`src/rtl/hcidf_pkg.sv`:
```
`timescale 1ns / 1ps
`default_nettype none

package hcidf_pkg;

   // H4 packet indicators that open a packet.
   localparam logic [7:0] IND_ACL   = 8'h02;
   localparam logic [7:0] IND_EVENT = 8'h04;

   // Position of the length byte and the bytes added to it for the total.
   localparam logic [8:0] ACL_LEN_POS = 9'd3;
   localparam logic [8:0] ACL_EXTRA   = 9'd5;
   localparam logic [8:0] EVT_LEN_POS = 9'd2;
   localparam logic [8:0] EVT_EXTRA   = 9'd3;

   // Packet kinds as they appear on the result channel.
   localparam logic KIND_EVENT = 1'b0;
   localparam logic KIND_ACL   = 1'b1;

   // Deframer phase; the fourth code is unused and behaves as hunting.
   typedef enum logic [1:0] {
      PH_HUNT = 2'd0,
      PH_HEAD = 2'd1,
      PH_BODY = 2'd2
   } phase_type;

   // Fields of one result item.
   typedef struct packed {
      logic [7:0] frame_byte;
      logic [8:0] byte_index;
      logic       packet_kind;
      logic       kept;
      logic       is_last;
      logic [8:0] frame_length;
   } result_type;

endpackage

`default_nettype wire

```
`src/rtl/hcidf_if.sv`:
```
`timescale 1ns / 1ps
`default_nettype none

// Channel that carries received UART bytes into the deframer.
interface hcidf_req_if;
   logic       valid;
   logic       ready;
   logic [7:0] byte_in;

   modport source (output valid, output byte_in, input ready);
   modport sink (input valid, input byte_in, output ready);
endinterface

// Channel that carries packet bytes out of the deframer.
interface hcidf_rsp_if;
   logic       valid;
   logic       ready;
   logic [7:0] frame_byte;
   logic [8:0] byte_index;
   logic       packet_kind;
   logic       kept;
   logic       is_last;
   logic [8:0] frame_length;

   modport source (output valid, output frame_byte, output byte_index, output packet_kind,
                   output kept, output is_last, output frame_length, input ready);
   modport sink (input valid, input frame_byte, input byte_index, input packet_kind,
                 input kept, input is_last, input frame_length, output ready);
endinterface

`default_nettype wire

```
`src/rtl/hcidf_in_stage.sv`:
```
`timescale 1ns / 1ps
`default_nettype none

module hcidf_in_stage (
   input  wire logic       clock,
   input  wire logic       reset,
   input  wire logic       in_valid,
   input  wire logic [7:0] in_byte,
   output      logic       in_ready,
   input  wire logic       advance,
   output      logic       held_valid,
   output      logic [7:0] held_byte
);

   logic       valid_ff;
   logic       valid_in;
   logic [7:0] byte_ff;

   // The register takes a new item when it is empty or its item moves on.
   assign in_ready = !valid_ff || advance;

   always_comb begin
      valid_in = valid_ff;
      if (in_valid && in_ready) begin
         valid_in = 1'b1;
      end else if (advance) begin
         valid_in = 1'b0;
      end
   end

   always_ff @(posedge clock) begin
      if (reset) begin
         valid_ff <= 1'b0;
      end else begin
         valid_ff <= valid_in;
      end
   end

   // Payload needs no reset.
   always_ff @(posedge clock) begin
      if (in_valid && in_ready) begin
         byte_ff <= in_byte;
      end
   end

   assign held_valid = valid_ff;
   assign held_byte  = byte_ff;

endmodule

`default_nettype wire

```
`src/rtl/hcidf_parser.sv`:
```
`timescale 1ns / 1ps
`default_nettype none

module hcidf_parser #(
   parameter int KEEP_BYTES = 128
) (
   input  wire logic                   clock,
   input  wire logic                   reset,
   input  wire logic [7:0]             byte_in,
   input  wire logic                   step,
   output      logic                   has_result,
   output      hcidf_pkg::result_type  result
);

   localparam logic [9:0] KeepLimit = 10'(KEEP_BYTES);

   hcidf_pkg::phase_type phase_ff, phase_in;
   logic       kind_ff, kind_in;
   logic [8:0] count_ff, count_in;
   logic [8:0] total_ff, total_in;

   logic       kind_cur;
   logic [8:0] idx;
   logic [8:0] len_pos;
   logic [8:0] extra;
   logic [8:0] total_cur;
   logic       in_body;
   logic       last;

   assign len_pos = kind_ff ? hcidf_pkg::ACL_LEN_POS : hcidf_pkg::EVT_LEN_POS;
   assign extra   = kind_ff ? hcidf_pkg::ACL_EXTRA : hcidf_pkg::EVT_EXTRA;

   // Next state and the result for the byte in the input register.
   always_comb begin
      phase_in   = phase_ff;
      kind_in    = kind_ff;
      count_in   = count_ff;
      total_in   = total_ff;
      kind_cur   = kind_ff;
      idx        = count_ff;
      total_cur  = total_ff;
      in_body    = 1'b0;
      last       = 1'b0;
      has_result = 1'b0;

      unique case (phase_ff)
         hcidf_pkg::PH_HEAD, hcidf_pkg::PH_BODY: begin
            has_result = 1'b1;
            in_body    = (phase_ff == hcidf_pkg::PH_BODY);
            // The length byte fixes the total and opens the body.
            if (phase_ff == hcidf_pkg::PH_HEAD && idx == len_pos) begin
               total_cur = 9'(byte_in) + extra;
               in_body   = 1'b1;
            end
            last     = in_body && ({1'b0, idx} + 10'd1 >= {1'b0, total_cur});
            total_in = total_cur;
            if (last) begin
               phase_in = hcidf_pkg::PH_HUNT;
               count_in = 9'd0;
            end else begin
               phase_in = in_body ? hcidf_pkg::PH_BODY : hcidf_pkg::PH_HEAD;
               count_in = idx + 9'd1;
            end
         end
         default: begin
            // Hunting: only an indicator starts a packet.
            phase_in = hcidf_pkg::PH_HUNT;
            if (byte_in == hcidf_pkg::IND_ACL || byte_in == hcidf_pkg::IND_EVENT) begin
               has_result = 1'b1;
               kind_cur   = (byte_in == hcidf_pkg::IND_ACL) ? hcidf_pkg::KIND_ACL
                                                           : hcidf_pkg::KIND_EVENT;
               kind_in    = kind_cur;
               idx        = 9'd0;
               count_in   = 9'd1;
               total_in   = 9'd0;
               phase_in   = hcidf_pkg::PH_HEAD;
            end
         end
      endcase

      result.frame_byte   = byte_in;
      result.byte_index   = idx;
      result.packet_kind  = kind_cur;
      result.kept         = ({1'b0, idx} < KeepLimit);
      result.is_last      = last;
      result.frame_length = last ? total_cur : 9'd0;
   end

   // State register, updated only when the item leaves the input register.
   always_ff @(posedge clock) begin
      if (reset) begin
         phase_ff <= hcidf_pkg::PH_HUNT;
         kind_ff  <= 1'b0;
         count_ff <= 9'd0;
         total_ff <= 9'd0;
      end else if (step) begin
         phase_ff <= phase_in;
         kind_ff  <= kind_in;
         count_ff <= count_in;
         total_ff <= total_in;
      end
   end

endmodule

`default_nettype wire

```
`src/rtl/hcidf_out_stage.sv`:
```
`timescale 1ns / 1ps
`default_nettype none

module hcidf_out_stage (
   input  wire logic                  clock,
   input  wire logic                  reset,
   input  wire logic                  load,
   input  wire hcidf_pkg::result_type result,
   output      logic                  slot_free,
   output      logic                  out_valid,
   input  wire logic                  out_ready,
   output      hcidf_pkg::result_type out_data
);

   logic                  valid_ff;
   logic                  valid_in;
   hcidf_pkg::result_type data_ff;

   // A slot is free when empty or when its item is taken this cycle.
   assign slot_free = !valid_ff || out_ready;

   always_comb begin
      valid_in = valid_ff;
      if (load) begin
         valid_in = 1'b1;
      end else if (out_ready) begin
         valid_in = 1'b0;
      end
   end

   always_ff @(posedge clock) begin
      if (reset) begin
         valid_ff <= 1'b0;
      end else begin
         valid_ff <= valid_in;
      end
   end

   always_ff @(posedge clock) begin
      if (load) begin
         data_ff <= result;
      end
   end

   assign out_valid = valid_ff;
   assign out_data  = data_ff;

endmodule

`default_nettype wire

```
`src/rtl/hci_uart_packet_deframer_core.sv`:
```
`timescale 1ns / 1ps
`default_nettype none

// Bluetooth HCI H4 deframer for a received UART byte stream. Bytes are taken
// on req_if and every byte of an ACL data (0x02) or event (0x04) packet comes
// out on rsp_if with its index, the packet kind, a kept flag (index below
// KEEP_BYTES) and, on the final byte, the total packet length; bytes outside
// a packet are dropped. The block accepts one byte per clock cycle; an
// accepted byte waits in the input register and its result in the result
// register, with the packet state updated in a single pass between them.
// Result backpressure stalls input only when the result register is full
// and not being taken.
module hci_uart_packet_deframer_core #(
   parameter int KEEP_BYTES = 128
) (
   input  wire logic clock,
   input  wire logic reset,
   hcidf_req_if.sink   req_if,
   hcidf_rsp_if.source rsp_if
);

   logic                  held_valid;
   logic [7:0]            held_byte;
   logic                  advance;
   logic                  has_result;
   logic                  slot_free;
   hcidf_pkg::result_type result;
   hcidf_pkg::result_type out_data;

   // An item moves on when it makes no result or the result slot is free.
   assign advance = held_valid && (!has_result || slot_free);

   hcidf_in_stage u_in_stage (
      .clock      (clock),
      .reset      (reset),
      .in_valid   (req_if.valid),
      .in_byte    (req_if.byte_in),
      .in_ready   (req_if.ready),
      .advance    (advance),
      .held_valid (held_valid),
      .held_byte  (held_byte)
   );

   hcidf_parser #(
      .KEEP_BYTES (KEEP_BYTES)
   ) u_parser (
      .clock      (clock),
      .reset      (reset),
      .byte_in    (held_byte),
      .step       (advance),
      .has_result (has_result),
      .result     (result)
   );

   hcidf_out_stage u_out_stage (
      .clock     (clock),
      .reset     (reset),
      .load      (advance && has_result),
      .result    (result),
      .slot_free (slot_free),
      .out_valid (rsp_if.valid),
      .out_ready (rsp_if.ready),
      .out_data  (out_data)
   );

   assign rsp_if.frame_byte   = out_data.frame_byte;
   assign rsp_if.byte_index   = out_data.byte_index;
   assign rsp_if.packet_kind  = out_data.packet_kind;
   assign rsp_if.kept         = out_data.kept;
   assign rsp_if.is_last      = out_data.is_last;
   assign rsp_if.frame_length = out_data.frame_length;

endmodule

`default_nettype wire

```
`src/flat_wrapper.sv`:
```
// flat-port wrapper written by rule: the top's interface ports become plain ports
module hci_uart_packet_deframer_core_flat 
#(
   parameter int KEEP_BYTES = 128
)
  (clock, reset, req_if_valid, req_if_byte_in, req_if_ready, rsp_if_valid, rsp_if_frame_byte, rsp_if_byte_index, rsp_if_packet_kind, rsp_if_kept, rsp_if_is_last, rsp_if_frame_length, rsp_if_ready);
  hcidf_req_if req_if_i ();
  hcidf_rsp_if rsp_if_i ();
  input  wire logic clock;
  input  wire logic reset;
  input wire logic [$bits(req_if_i.valid)-1:0] req_if_valid;
  input wire logic [$bits(req_if_i.byte_in)-1:0] req_if_byte_in;
  output wire logic [$bits(req_if_i.ready)-1:0] req_if_ready;
  output wire logic [$bits(rsp_if_i.valid)-1:0] rsp_if_valid;
  output wire logic [$bits(rsp_if_i.frame_byte)-1:0] rsp_if_frame_byte;
  output wire logic [$bits(rsp_if_i.byte_index)-1:0] rsp_if_byte_index;
  output wire logic [$bits(rsp_if_i.packet_kind)-1:0] rsp_if_packet_kind;
  output wire logic [$bits(rsp_if_i.kept)-1:0] rsp_if_kept;
  output wire logic [$bits(rsp_if_i.is_last)-1:0] rsp_if_is_last;
  output wire logic [$bits(rsp_if_i.frame_length)-1:0] rsp_if_frame_length;
  input wire logic [$bits(rsp_if_i.ready)-1:0] rsp_if_ready;
  assign req_if_i.valid = req_if_valid;
  assign req_if_i.byte_in = req_if_byte_in;
  assign req_if_ready = req_if_i.ready;
  assign rsp_if_valid = rsp_if_i.valid;
  assign rsp_if_frame_byte = rsp_if_i.frame_byte;
  assign rsp_if_byte_index = rsp_if_i.byte_index;
  assign rsp_if_packet_kind = rsp_if_i.packet_kind;
  assign rsp_if_kept = rsp_if_i.kept;
  assign rsp_if_is_last = rsp_if_i.is_last;
  assign rsp_if_frame_length = rsp_if_i.frame_length;
  assign rsp_if_i.ready = rsp_if_ready;
  hci_uart_packet_deframer_core #(.KEEP_BYTES(KEEP_BYTES)) u_core (.clock(clock), .reset(reset), .req_if(req_if_i), .rsp_if(rsp_if_i));
endmodule
```
`config.mk`:
```
export PLATFORM = sky130hd
export DESIGN_NAME = hci_uart_packet_deframer_core_flat
export DESIGN_NICKNAME = d
export VERILOG_FILES = /design/src/rtl/hcidf_pkg.sv /design/src/rtl/hcidf_if.sv /design/src/rtl/hcidf_in_stage.sv /design/src/rtl/hcidf_parser.sv /design/src/rtl/hcidf_out_stage.sv /design/src/rtl/hci_uart_packet_deframer_core.sv /design/src/flat_wrapper.sv
export SDC_FILE = /design/constraint.sdc
export NUM_CORES = 1
export LEC_CHECK = 0
export BUFFER_PORTS_ARGS = -buffer_cell sky130_fd_sc_hd__buf_2
export CORE_AREA = 5 5 91 93
export CTS_CLUSTER_DIAMETER = 40
export DETAILED_ROUTE_END_ITERATION = 10
export DIE_AREA = 0 0 96 98
export GPL_ROUTABILITY_DRIVEN = 0
export PLACE_DENSITY = 0.56
export SLEW_MARGIN = 10
export SYNTH_ARGS = -nofsm -noshare
export SYNTH_HDL_FRONTEND = slang
export SYNTH_SLANG_ARGS = --single-unit
```
`constraint.sdc`:
```
create_clock -name clock -period 6.9 [get_ports clock]
set_clock_uncertainty 0.1 [all_clocks]
set_input_delay 0.345 -clock clock [delete_from_list [all_inputs] [get_ports clock]]
set_output_delay 0.345 -clock clock [all_outputs]
set_load 0.005 [all_outputs]
```
; ---- Word-level counts from Yosys, hierarchy flattened
; Cells that the tools add are included.
[totals]
elab_cells = 68
output_inout_bits = 31
register_bits = 60
input_bits = 12
[op_classes]
reduce_logical = 17
eq_ne = 5
muxes = 28
magnitude_cmp = 2
add_sub_neg = 3
[op_table]
columns = operator, n
row1 = two-way mux 9 bit, 10
row2 = two-way mux 1 bit, 14
row3 = "adder 9 x 1 -> 10 bit, second input constant", 1
row4 = greater-or-equal comparator 10 x 9 -> 1 bit, 1
row5 = adder 8 x 3 -> 9 bit, 1
row6 = "adder 9 x 1 -> 9 bit, second input constant", 1
row7 = == test 9 bit, 1
row8 = "< comparator 9 x 8 -> 1 bit, second input constant", 1
row9 = "== test 8 x 2 -> 1 bit, second input constant", 1
row10 = "== test 8 x 3 -> 1 bit, second input constant", 1
row11 = two-way mux 2 bit, 3
row12 = nonzero test 2 bit, 3
row13 = logical AND 1 bit, 5
row14 = logical OR 1 bit, 4
row15 = logical NOT 1 bit, 3
row16 = two-way mux 3 bit, 1
row17 = "== test 2 x 1 -> 1 bit, second input constant", 1
row18 = "== test 2 bit, second input constant", 1
row19 = AND reduction 2 bit, 1
row20 = OR reduction 2 bit, 1

; ---- Longest topological paths before layout
; Gate-level depths: netlist of the first run.
[logic_depth]
ltp_word = 10
ltp_mapped = 16
ltp_nobuf = 15

; ---- Cells and area by module
; Synthesis of the first run repeated with hierarchy kept, for this count alone.
[unflattened]
cells_unflattened = 269
area_unflattened_um2 = 2940.3
[by_module_without_submodules]
columns = mod, cells_per_inst, seq_area_each_um2, instances, area_per_inst_um2
row1 = hcidf_parser, 220, 420.4, 1, 1709.1
row2 = hcidf_out_stage, 33, 890.9, 1, 917.1
row3 = hcidf_in_stage, 13, 260.2, 1, 295.3
row4 = hci_uart_packet_deframer_core, 3, 0.0, 1, 18.8

; ---- Least setup slack after synthesis of the first run
; No wires, ideal clock.
[synth_timing]
path_type = register to register
from = register u_core.u_parser.count_ff[2]
to = register u_core.u_out_stage.data_ff, in the netlist u_core.u_out_stage.out_data[4] (data pin)
path_slack_ps = 3447
arrival_ps = 3092
n_path_buf = 3
setup_time_ps = 261
stages_incl_launch_ff = 15
period_less_slack_ps = 3453
t_required_ps = 6539
cell_sequence = dfxtp_1 -> buf_6 -> and4bb_4 -> nand4_4 -> buf_1 -> o21ai_0 -> ha_1 -> nand2b_1 -> a2111oi_0 -> nor3_1 -> maj3_2 -> a21boi_2 -> or3_1 -> buf_6 -> nor2_1
[synth_between]
elab_chain_cells = 7
word_cells_on_any_way = 11
cone_classes = add/sub (1) / order compare (1) / eq/ne (1) / mux (6) / reduce/logical (2)
[synth_rtl]
columns = element, line_no
row1 = "start, declared", hcidf_parser.sv:19  ; logic [8:0] count_ff, count_in;
row2 = "start signal, assigned", hcidf_parser.sv:99  ; count_ff <= count_in;
row3 = branches (longest 7 deep; another with adder 9 x 1 -> 10 bit), n/a
row4 = "end signal, assigned", hcidf_out_stage.sv:41  ; data_ff <= result;
row5 = "end, declared", hcidf_out_stage.sv:17  ; hcidf_pkg::result_type data_ff;
; Parallel ways; which one is timed is not known. The select of a mux whose other input is x is not followed.
; A chain may end at the register's enable or synchronous reset.

; ---- Final worst setup path of the first run
[layout_timing]
from = register u_core.u_parser.phase_ff[0]
to = register u_core.u_out_stage.data_ff, in the netlist u_core.u_out_stage.out_data[4] (data pin)
[layout_between]
elab_chain_cells = 7
word_cells_on_any_way = 12
cone_classes = order compare (1) / eq/ne (2) / mux (6) / reduce/logical (3)
[layout_rtl]
columns = element, line_no
row1 = "start, declared", hcidf_parser.sv:17  ; hcidf_pkg::phase_type phase_ff, phase_in;
row2 = "start signal, assigned", hcidf_parser.sv:92  ; phase_ff <= hcidf_pkg::PH_HUNT;
row3 = "start signal, assigned", hcidf_parser.sv:97  ; phase_ff <= phase_in;
row4 = == test 2 x 1 -> 1 bit, "hcidf_parser.sv:46, hcidf_parser.sv:51"
row5 = logical AND 1 bit, hcidf_parser.sv:51  ; if (phase_ff == hcidf_pkg::PH_HEAD && idx == len_pos) begin
row6 = two-way mux 9 bit, hcidf_parser.sv:51
row7 = two-way mux 9 bit, hcidf_parser.sv:46  ; unique case (phase_ff)
row8 = greater-or-equal comparator 10 x 9 -> 1 bit, hcidf_parser.sv:55  ; last = in_body && ({1'b0, idx} + 10'd1 >= {1'b0, total_cur});
row9 = logical AND 1 bit, hcidf_parser.sv:55
row10 = two-way mux 1 bit, hcidf_parser.sv:46
; Several ways; a longest one is shown, not always the timed one. The select of a mux whose other input is x is not followed.

==> results of run 1 <==
[state kept, by name, summed over array words and instances, names as in the netlist]
name	flops
u_core.u_parser.kind_ff	1
u_core.u_parser.total_ff	9
u_core.u_parser.phase_ff	2
u_core.u_out_stage.out_data	29
u_core.u_in_stage.held_byte	8
u_core.u_parser.count_ff	9
u_core.u_out_stage.out_valid	1
u_core.u_in_stage.held_valid	1
[synth_stat cells, types with 2 or more instances]
master / instances
xor2_1: 4
inv_1: 10
nor2_1: 27
a2bb2oi_1: 2
buf_6: 2
o21ai_0: 13
ha_1: 13
nand4_1: 2
and2_1: 10
nand2_1: 23
xnor2_1: 9
edfxtp_1: 37
clkbuf_1: 5
and3_1: 2
nand3_1: 3
nand2b_1: 4
a21oi_1: 25
dfxtp_1: 23
mux2i_1: 5
nor3_1: 4
nor2b_1: 4
nor2_2: 7
[cells in the final DEF (no fill, tap or decap), types with 5 or more instances in the layout]
cell type  synthesis  layout
nor2_1            27      27
ha_1              13      13
xnor2_1            9       9
clkbuf_8           0       9
nand2_1           23      23
o21ai_0           13      13
buf_2              0      42
dfxtp_1           23      23
and2_1            10      10
edfxtp_1          37      37
nor2_2             7       7
mux2i_1            5       5
a21oi_1           25      25
inv_1             10      10
[where the power goes]
part	total, mW	switching, mW	internal (mW)
combinational	0.0219	0.0127	0.00920
clock	0.303	0.138	0.164
sequential	0.390	0.00636	0.384
total	0.715	0.157	0.558
[per-stage QoR]
stage,instances,power [mW],hold WS [ps]
after CTS,416,0.7250,58.80
after floorplan,263,0.4113,314.1
after detailed placement,400,0.4202,379.0
after global routing,416,0.7462,57.00
after global placement,400,0.4199,365.4
final,416,0.7149,73.36
[worst paths after layout]
check,from,endpoint,depth (start not counted)
setup / recovery,u_core.u_parser.phase_ff[0],u_core.u_out_stage.out_data[4],12
hold / removal,req_if_byte_in[0],u_core.u_in_stage.held_byte[0],1
setup reg to reg,u_core.u_parser.phase_ff[0],u_core.u_out_stage.out_data[4],12
hold reg to reg,u_core.u_parser.total_ff[3],u_core.u_parser.total_ff[3],2
[metal layers]
metal	wire length (um)	up-vias	GRT usage
li1	-	1038	-
met3	323	8	0.05008
met2	2905	51	0.2193
met4	66	0	0.04486
met5	0	-	0
met1	2669	953	0.1764
[kinds of logic (layout without fill, tap and decap cells)]
| family | after synthesis | after routing | share of synthesized area |
|---|---|---|---|
| adders and majority gates | 15 | 15 | 0.06748 |
| muxes | 5 | 5 | 0.01741 |
| and+or+nand+nor | 93 | 93 | 0.1693 |
| DFF | 60 | 60 | 0.5468 |
| buffers and inverters | 19 | 70 | 0.03004 |
| AOI/OAI and AO/OA | 58 | 58 | 0.1293 |
| xor gates and xnor gates | 13 | 13 | 0.03962 |
[final cells by class]
class                      instances  area share
sequential                        60      0.4669
tap                              102     0.03792
timing repair buffer              43     0.06468
clock inverter                     7     0.02007
inverter                          11     0.01227
multi-input combinational        184      0.3613
clock buffer                       9     0.03680
==> flow_metrics.tcl, run 1 <==
set metrics [dict create \
    netlist_area_mm2 0.002874 \
    critPathTopFamily "simple AND/OR/NAND/NOR gates" \
    multi_input_area_mm2 0.001216 \
    place_area_mm2 0.003174 \
    die_y_um 98 \
    seq_area_frac_synth 0.5468 \
    worstPathArrival_ps 4080 \
    firstDrtPassIters 4 \
    via_per_inst 4.928 \
    final_util 0.4519 \
    period_share 0.5961 \
    tightest_slew_ps 790.2 \
    regToRegSetupSlack_ps 2790 \
    initial_core_util 0.3859 \
    drcViolationCount 0 \
    syn2layout_area_growth_pct 17.11 \
    cts-buffers-inserted 9 \
    finalWirelength_um 5964 \
    syn_area_per_cell_um2 10.93 \
    grt_max_degree 26 \
    antenna_found_initial 0 \
    startpoint_type "flip-flop" \
    crit_path_end_kind "flip-flop" \
    clock_path_buffers 2 \
    max_freq_mhz 243.1 \
    synth_edf_count 37 \
    p_per_area_mw_per_mm2 212.4 \
    crit_required_ps 6870 \
    ys_warn_count 0 \
    portBuffers 42 \
    timing.final.max_slew_violations 0 \
    syn_inst 263 \
    dp_hpwl_um 4341 \
    ir_worst_vdd_uv 115.4 \
    synthTopCellsByArea "edfxtp_1 39%, dfxtp_1 16%, ha_1 5.7%" \
    hp-class "in -> reg" \
    cp_num_buf_inv 0 \
    path_max_fanout 15 \
    relSlewSlack 0.4732 \
    vias 2050 \
    synth_top_area_cell "edfxtp_1" \
    fill_cells 720 \
    grt.total_usage 0.1392 \
    synthesis.nets 289 \
    cts.sinks 60 \
    layout-drive-gt1-share 0.2357 \
    critPathMostFrequentCell "ha_1" \
    tns_ps 0 \
    cts_tree "yes" \
    clk_pin_slew_worst_paths_ps 70 \
    drt_iter0_drc 90 \
    die_x_um 96 \
    coreArea_mm2 0.007447 \
    critical_path.max_stage_delay_ps 580 \
    seqCellArea_mm2 0.001572 \
    post_cts_buffers 0 \
    synth_seq_cells 60 \
    clock_latency_ps 340 \
    yosysUniqueCellTypes 51 \
    setup_viol 0 \
    io_pins 43 \
    max-cap-violations 0 \
    rows 32 \
    finalWorstSetupSlack_ps 2787 \
    cts_htree_levels 3 \
    detail-route-antenna-nets 0 \
    final_area_mm2 0.003366 \
    routedWlPerCell_um 14.34 \
    rsz0062_at_grt "no" \
    holdBufCountCts 0 \
    hold_viol_final 0 \
    slowest_stage "o21ai_0" \
    crit_chain "ha_1 -> and4bb_4 -> nand4_4 -> o21ai_0 -> ha_1 -> nand2b_1 -> a2111oi_0 -> nor3_1 -> maj3_2 -> a21boi_2 -> or3_1 -> nor2_1" \
    grt_pass1_wl_um 9949 \
    grt_remaining_overflow 0 \
    pre_cts_slack_ps 2750 \
    status "complete, no violations" \
    p_leak_nw 1.248 \
    dieArea_mm2 0.009408 \
    synth.top_cell.area_share 0.3866 \
    fin_crit_ps 4113 \
    nNetsFinal 335 \
    async_flop_share 0 \
    synthFlopType "edfxtp_1" \
    cts_resized 0 \
    grt_pass1_vias 2002 \
    antenna_cells 0 \
    cts-root-buf "clkbuf_8" \
    crit_type "reg -> reg" \
]
Note: power is estimated with default switching activity, not from simulation.
==> run 2: changes to the inputs <==
==> constraint.sdc (replaced) <==
create_clock -name clock -period 3.8 [get_ports clock]
set_clock_uncertainty 0.1 [all_clocks]
set_input_delay 0.19 -clock clock [delete_from_list [all_inputs] [get_ports clock]]
set_output_delay 0.19 -clock clock [all_outputs]
set_load 0.005 [all_outputs]
==> run 2 against run 1 <==
Compared with the run above: final cell count grew 5.0%; critical path type unchanged; design area grew 7.2%; non-clock buffer count is 21 higher; critical endpoint unchanged.
==> flow_metrics.tcl, run 2 (synthesized netlist as in run 1, its figures left out) <==
set metrics [dict create \
    p_per_area_mw_per_mm2 397.8 \
    routedWlPerCell_um 14.25 \
    p_sw_frac 0.1960 \
    clock_latency_ps 340 \
    startpoint_type "flip-flop" \
    post_cts_buffers 0 \
    largest_reg_flops 29 \
    antenna_cells 0 \
    cts.sinks 60 \
    tightest_slew_ps 759.6 \
    seqPwrFrac 0.494 \
    antenna_found_initial 0 \
    period_share 0.9159 \
    p_leak_nw 1.360 \
    final_util 0.4845 \
    drcViolationCount 0 \
    grt_max_degree 24 \
    power_frac_clock 0.472 \
    grt.total_usage 0.1445 \
    fin_crit_ps 3480 \
    worstPathArrival_ps 3470 \
    status "complete, no violations" \
    dp_hpwl_um 4489 \
    ir_worst_vdd_uv 296.2 \
    whs_path_depth 3 \
    holdCritStartpoint "req_if_valid" \
    detail-route-antenna-nets 0 \
    grt_pass1_vias 2085 \
    r2r_start "u_core.u_in_stage.held_byte[1]" \
    rsz0062_at_grt "no" \
    combPwrFrac 0.034 \
    cts_tree "yes" \
    dieArea_mm2 0.009408 \
    timing.final.max_slew_violations 0 \
    clock_path_buffers 2 \
    portBuffers 42 \
    hold_viol_final 0 \
    drt_iter0_drc 119 \
    crit_type "reg -> reg" \
    setup_viol 0 \
    firstDrtPassIters 5 \
    rows 32 \
    io_pins 43 \
    syn2layout_area_growth_pct 25.56 \
    hp-class "in -> reg" \
    reg2regPathDepth 13 \
    die_x_um 96 \
    tns_ps 0 \
    clk_pin_slew_worst_paths_ps 70 \
    hold_path_end "u_core.u_in_stage.held_valid" \
    crit_required_ps 3790 \
    final_cell_mix "42 x buf_2, 37 x edfxtp_1, 27 x nor2_1" \
    p_int_mw 1.154 \
    layout_commonest_cell "buf_2" \
    grt_remaining_overflow 0 \
    layout-drive-gt1-share 0.2687 \
    initial_core_util 0.3859 \
    crit_path_end_kind "flip-flop" \
    cts_htree_levels 3 \
    nNetsFinal 356 \
    cts-root-buf "clkbuf_8" \
    path_max_fanout 10 \
    coreArea_mm2 0.007447 \
    max_freq_mhz 287.3 \
    grt_pass1_wl_um 10340 \
    via_per_inst 4.886 \
    cts-buffers-inserted 9 \
    relSlewSlack 0.4936 \
    max-cap-violations 0 \
    regToRegSetupSlack_ps 320 \
    finalWirelength_um 6226 \
    p_sw_mw 0.2813 \
    fill_cells 696 \
    die_y_um 98 \
    timing.rr.end "u_core.u_out_stage.out_data[4]" \
    vias 2135 \
]
[run 2: worst max-delay path by stage]
stage | start | endpoint | slack [ps] | cells after the start
after floorplan | u_core.u_parser.count_ff[2] | u_core.u_out_stage.out_data[4] | 350 | 14
after global placement | u_core.u_in_stage.held_byte[0] | u_core.u_out_stage.out_data[4] | 310 | 14
after detailed placement | u_core.u_parser.kind_ff | u_core.u_out_stage.out_data[4] | 220 | 14
after CTS | u_core.u_parser.kind_ff | u_core.u_out_stage.out_data[4] | 200 | 14
after global routing | u_core.u_in_stage.held_byte[0] | u_core.u_out_stage.out_data[4] | 50 | 14
final | u_core.u_in_stage.held_byte[1] | u_core.u_out_stage.out_data[4] | 320 | 13
[run 2: worst max-delay path, cell delays in order, from the launching register on]
cell and delay [ps]:
edfxtp_1 460, ha_1 310, a21o_1 170, a21oi_1 260, xnor2_1 150, mux2i_1 140, ha_1 240, a2111oi_0 360
nor3_1 120, maj3_2 340, a21boi_2 190, or3_1 200, buf_12 160, nor2_1 50
[run 2: per-stage QoR]
stage	hold slack [ps]	instances	worst slack [ps]	power [mW]	cell area, um^2
floorplan	159.1	263	347.2	0.7470	2874
global route	54.93	437	51.66	1.489	3608
global placement	266.3	413	306.4	0.7639	3284
CTS	16.04	437	202.5	1.450	3596
finish	23.45	437	319.6	1.436	3608
detailed placement	268.1	413	216.6	0.7648	3284
[run 2: layer usage]
layer | up-vias | track usage | wire length [um]
li1 | 1076 | - | -
met1 | 987 | 0.1865 | 2807
met2 | 58 | 0.2268 | 3004
met3 | 14 | 0.03390 | 285
met4 | 0 | 0.06674 | 129
met5 | - | 0 | 0
[run 2: cell type report]
| class | count | area (um^2) | area share |
|---|---|---|---|
| multi-input combinational | 184 | 1227 | 0.3402 |
| inverter | 11 | 41.29 | 0.01144 |
| timing repair buffer | 64 | 407.9 | 0.1130 |
| clock inverter | 5 | 100.1 | 0.02774 |
| clock buffer | 11 | 131.4 | 0.03641 |
| tap | 102 | 127.6 | 0.03537 |
| sequential | 60 | 1573 | 0.4359 |
[run 2: what timing repair did]
item                       CTS  global route
hold endpoints to repair     8             0
setup endpoints to repair    0            10
gates resized for setup      0             4
hold buffers                 8             0
[run 2: power groups by stage]
stage	Sequential [mW]	Clock (mW)	Combinational (mW)
finish	0.709	0.678	0.0487
global route	0.710	0.724	0.0553
detailed placement	0.723	0	0.0421
global placement	0.723	0	0.0409
floorplan	0.719	0	0.0282
CTS	0.709	0.693	0.0485
==> run 3: changes to the inputs <==
--- a/config.mk
+++ b/config.mk
@@ -5,11 +5,13 @@
 export SDC_FILE = /design/constraint.sdc
 export NUM_CORES = 1
 export LEC_CHECK = 0
+export ABC_AREA = 1
+export ABC_CLOCK_PERIOD_IN_PS = 3800
 export BUFFER_PORTS_ARGS = -buffer_cell sky130_fd_sc_hd__buf_2
-export CORE_AREA = 5 5 91 93
+export CORE_AREA = 5 5 93 95
 export CTS_CLUSTER_DIAMETER = 40
 export DETAILED_ROUTE_END_ITERATION = 10
-export DIE_AREA = 0 0 96 98
+export DIE_AREA = 0 0 98 100
 export GPL_ROUTABILITY_DRIVEN = 0
 export PLACE_DENSITY = 0.56
 export SLEW_MARGIN = 10
==> run 3 against run 2 <==
Compared with the run above: critical endpoint is now u_core.u_out_stage.out_data[5]; design area shrank 0.35%; worst setup slack gained 300 ps; first-iteration DRC count shrank 25%; synthesized cell count grew 27%; sequential share of layout area grew 0.12 points; final cell count grew 14%; highest routed layer unchanged; maximum frequency grew 9.5%; sequential cell count is the same; total power shrank 7.7%.
==> flow_metrics.tcl, run 3 <==
set metrics [dict create \
    syn_area_per_cell_um2 9.024 \
    final_cell_mix "79 x nand2_1, 53 x inv_1, 42 x buf_2" \
    cts_tree "yes" \
    setup_viol 0 \
    clk_pin_slew_worst_paths_ps 70 \
    yosysUniqueCellTypes 38 \
    clock_path_buffers 2 \
    timing.final.max_slew_violations 0 \
    final_util 0.4702 \
    seq_area_frac_synth 0.5199 \
    portBuffers 42 \
    detail-route-antenna-nets 0 \
    vias 2258 \
    synthesis.nets 361 \
    p_leak_nw 1.538 \
    synth.top_cell.area_share 0.3675 \
    cts-buffers-inserted 9 \
    grt_pass1_wl_um 10840 \
    synth_edf_count 37 \
    nNetsFinal 417 \
    max_freq_mhz 314.7 \
    async_flop_share 0 \
    grt_remaining_overflow 0 \
    drt_iter0_drc 89 \
    routedWlPerCell_um 12.97 \
    antenna_cells 0 \
    max-cap-violations 0 \
    holdBufCountCts 8 \
    clock_latency_ps 340 \
    synthTopCellsByCount "79 x nand2_1, 53 x inv_1, 37 x edfxtp_1" \
    rows 32 \
    dp.cells 474 \
    grt_max_degree 31 \
    instances_no_fill 498 \
    total_power_mw 1.325 \
    grt.total_usage 0.1397 \
    cts-root-buf "clkbuf_8" \
    wl_met1_um 2856 \
    rsz0062_at_grt "no" \
    hold_viol_final 0 \
    crit_type "reg -> reg" \
    dieArea_mm2 0.009800 \
    synth_seq_cells 60 \
    die_y_um 100 \
    cts_htree_levels 3 \
    post_cts_buffers 0 \
    layout_commonest_cell "nand2_1" \
    via_per_inst 4.534 \
    tightest_slew_ps 640.5 \
    cts_resized 0 \
    crit_path_end_kind "flip-flop" \
    initial_core_util 0.3953 \
    crit_required_ps 3780 \
    grt_pass1_vias 2303 \
    syn2layout_area_growth_pct 18.96 \
    largest_reg_flops 29 \
    worstPathArrival_ps 3160 \
    netlist_area_mm2 0.003023 \
    coreArea_mm2 0.007647 \
    drcViolationCount 0 \
    startpoint_type "flip-flop" \
    hp-class "in -> reg" \
    tns_ps 0 \
    io_pins 43 \
    relSlewSlack 0.5703 \
    die_x_um 98 \
    p_per_area_mw_per_mm2 368.6 \
    layout-drive-gt1-share 0.2045 \
    syn_inst 335 \
    wl_met2_um 3219 \
    final_area_mm2 0.003596 \
    fin_crit_ps 3178 \
    ir_worst_vdd_uv 200.2 \
    route.met3.wl_um 250 \
    status "complete, no violations" \
    synthTopCellsByArea "edfxtp_1 37%, dfxtp_1 15%, nand2_1 9.8%" \
    synth_top_area_cell "edfxtp_1" \
    antenna_found_initial 0 \
    firstDrtPassIters 4 \
    synthFlopType "edfxtp_1" \
    dp_hpwl_um 4530 \
    ys_warn_count 0 \
    path_max_fanout 10 \
    route.top_layer_used "met4" \
    cts.sinks 60 \
    synth_most_common_cell "nand2_1" \
    period_share 0.8363 \
    finalWirelength_um 6457 \
    place_area_mm2 0.003329 \
]
==> run 3: cell types whose count changed after synthesis, moves of 5 or more <==
cell / delta
o21ai_0: -6
nand3_1: +9
nand2_1: +56
xnor2_1: -8
nand2_2: +5
inv_1: +43
and2_1: -10
nor2_1: -7
==> run 3: cells by family (layout without fill, tap and decap cells) <==
kind of cell	after synthesis	in the layout	synth area share
adders and majority gates	14	14	0.06043
muxes	1	1	0.003311
buffers and inverters	68	129	0.09147
and+or+nand+nor	143	143	0.2272
DFF	60	60	0.5199
xor gates and xnor gates	8	8	0.02318
AOI/OAI and AO/OA	41	41	0.07450
==> run 3: worst paths after layout <==
path / from / to / slack, ps / cells past startpoint
max: u_core.u_in_stage.held_byte[0] / u_core.u_out_stage.out_data[5] / 620 / 14
min: req_if_valid / u_core.u_in_stage.held_valid / 40 / 3
max reg2reg: u_core.u_in_stage.held_byte[0] / u_core.u_out_stage.out_data[5] / 620 / 14
min reg2reg: u_core.u_parser.total_ff[6] / u_core.u_parser.total_ff[6] / 360 / 2
==> run 3: report_power, final <==
| part | leakage [nW] | switching [mW] | internal [mW] |
|---|---|---|---|
| sequential | 0.496 | 0.0104 | 0.698 |
| clock | 0.0927 | 0.245 | 0.317 |
| combinational | 0.949 | 0.0309 | 0.0244 |
| total | 1.54 | 0.286 | 1.04 |
==> run 3: cell type report <==
cell class              count  area (um^2)
flip-flops and latches     60         1572
clock buffers              13        148.9
clock inverters             3        37.54
well taps                 102        127.6
multi-input cells         207         1175
inverters                  61        230.2
fillers                   730         4051
repair buffers             52        305.3
==> run 3: metrics by stage <==
| stage | hold WS, ps | setup WS, ps |
|---|---|---|
| finish | 37.49 | 622.0 |
| detailed placement | 268.1 | 604.5 |
| floorplan | 168.7 | 994.1 |
| global placement | 266.0 | 624.8 |
| CTS | 29.14 | 593.2 |
| global route | 60.57 | 280.4 |
==> run 3: per-layer routing <==
metal / global-route usage / vias up
met3: 0.02780 / 11
met2: 0.2518 / 43
met5: 0 / -
met4: 0.07029 / 0
met1: 0.1569 / 1011
li1: - / 1193
==> run 3: critical path, stage by stage, from the launching register on <==
cell and delay [ps]:
edfxtp_1 470, inv_1 90, fa_1 430, nand3b_1 200
nand2_1 80, nand2_1 60, nor2_1 130, nand2_1 90
o31ai_1 270, inv_1 120, ha_1 300, a21oi_1 270
nand2_4 120, nand3_4 130, nor2_1 60
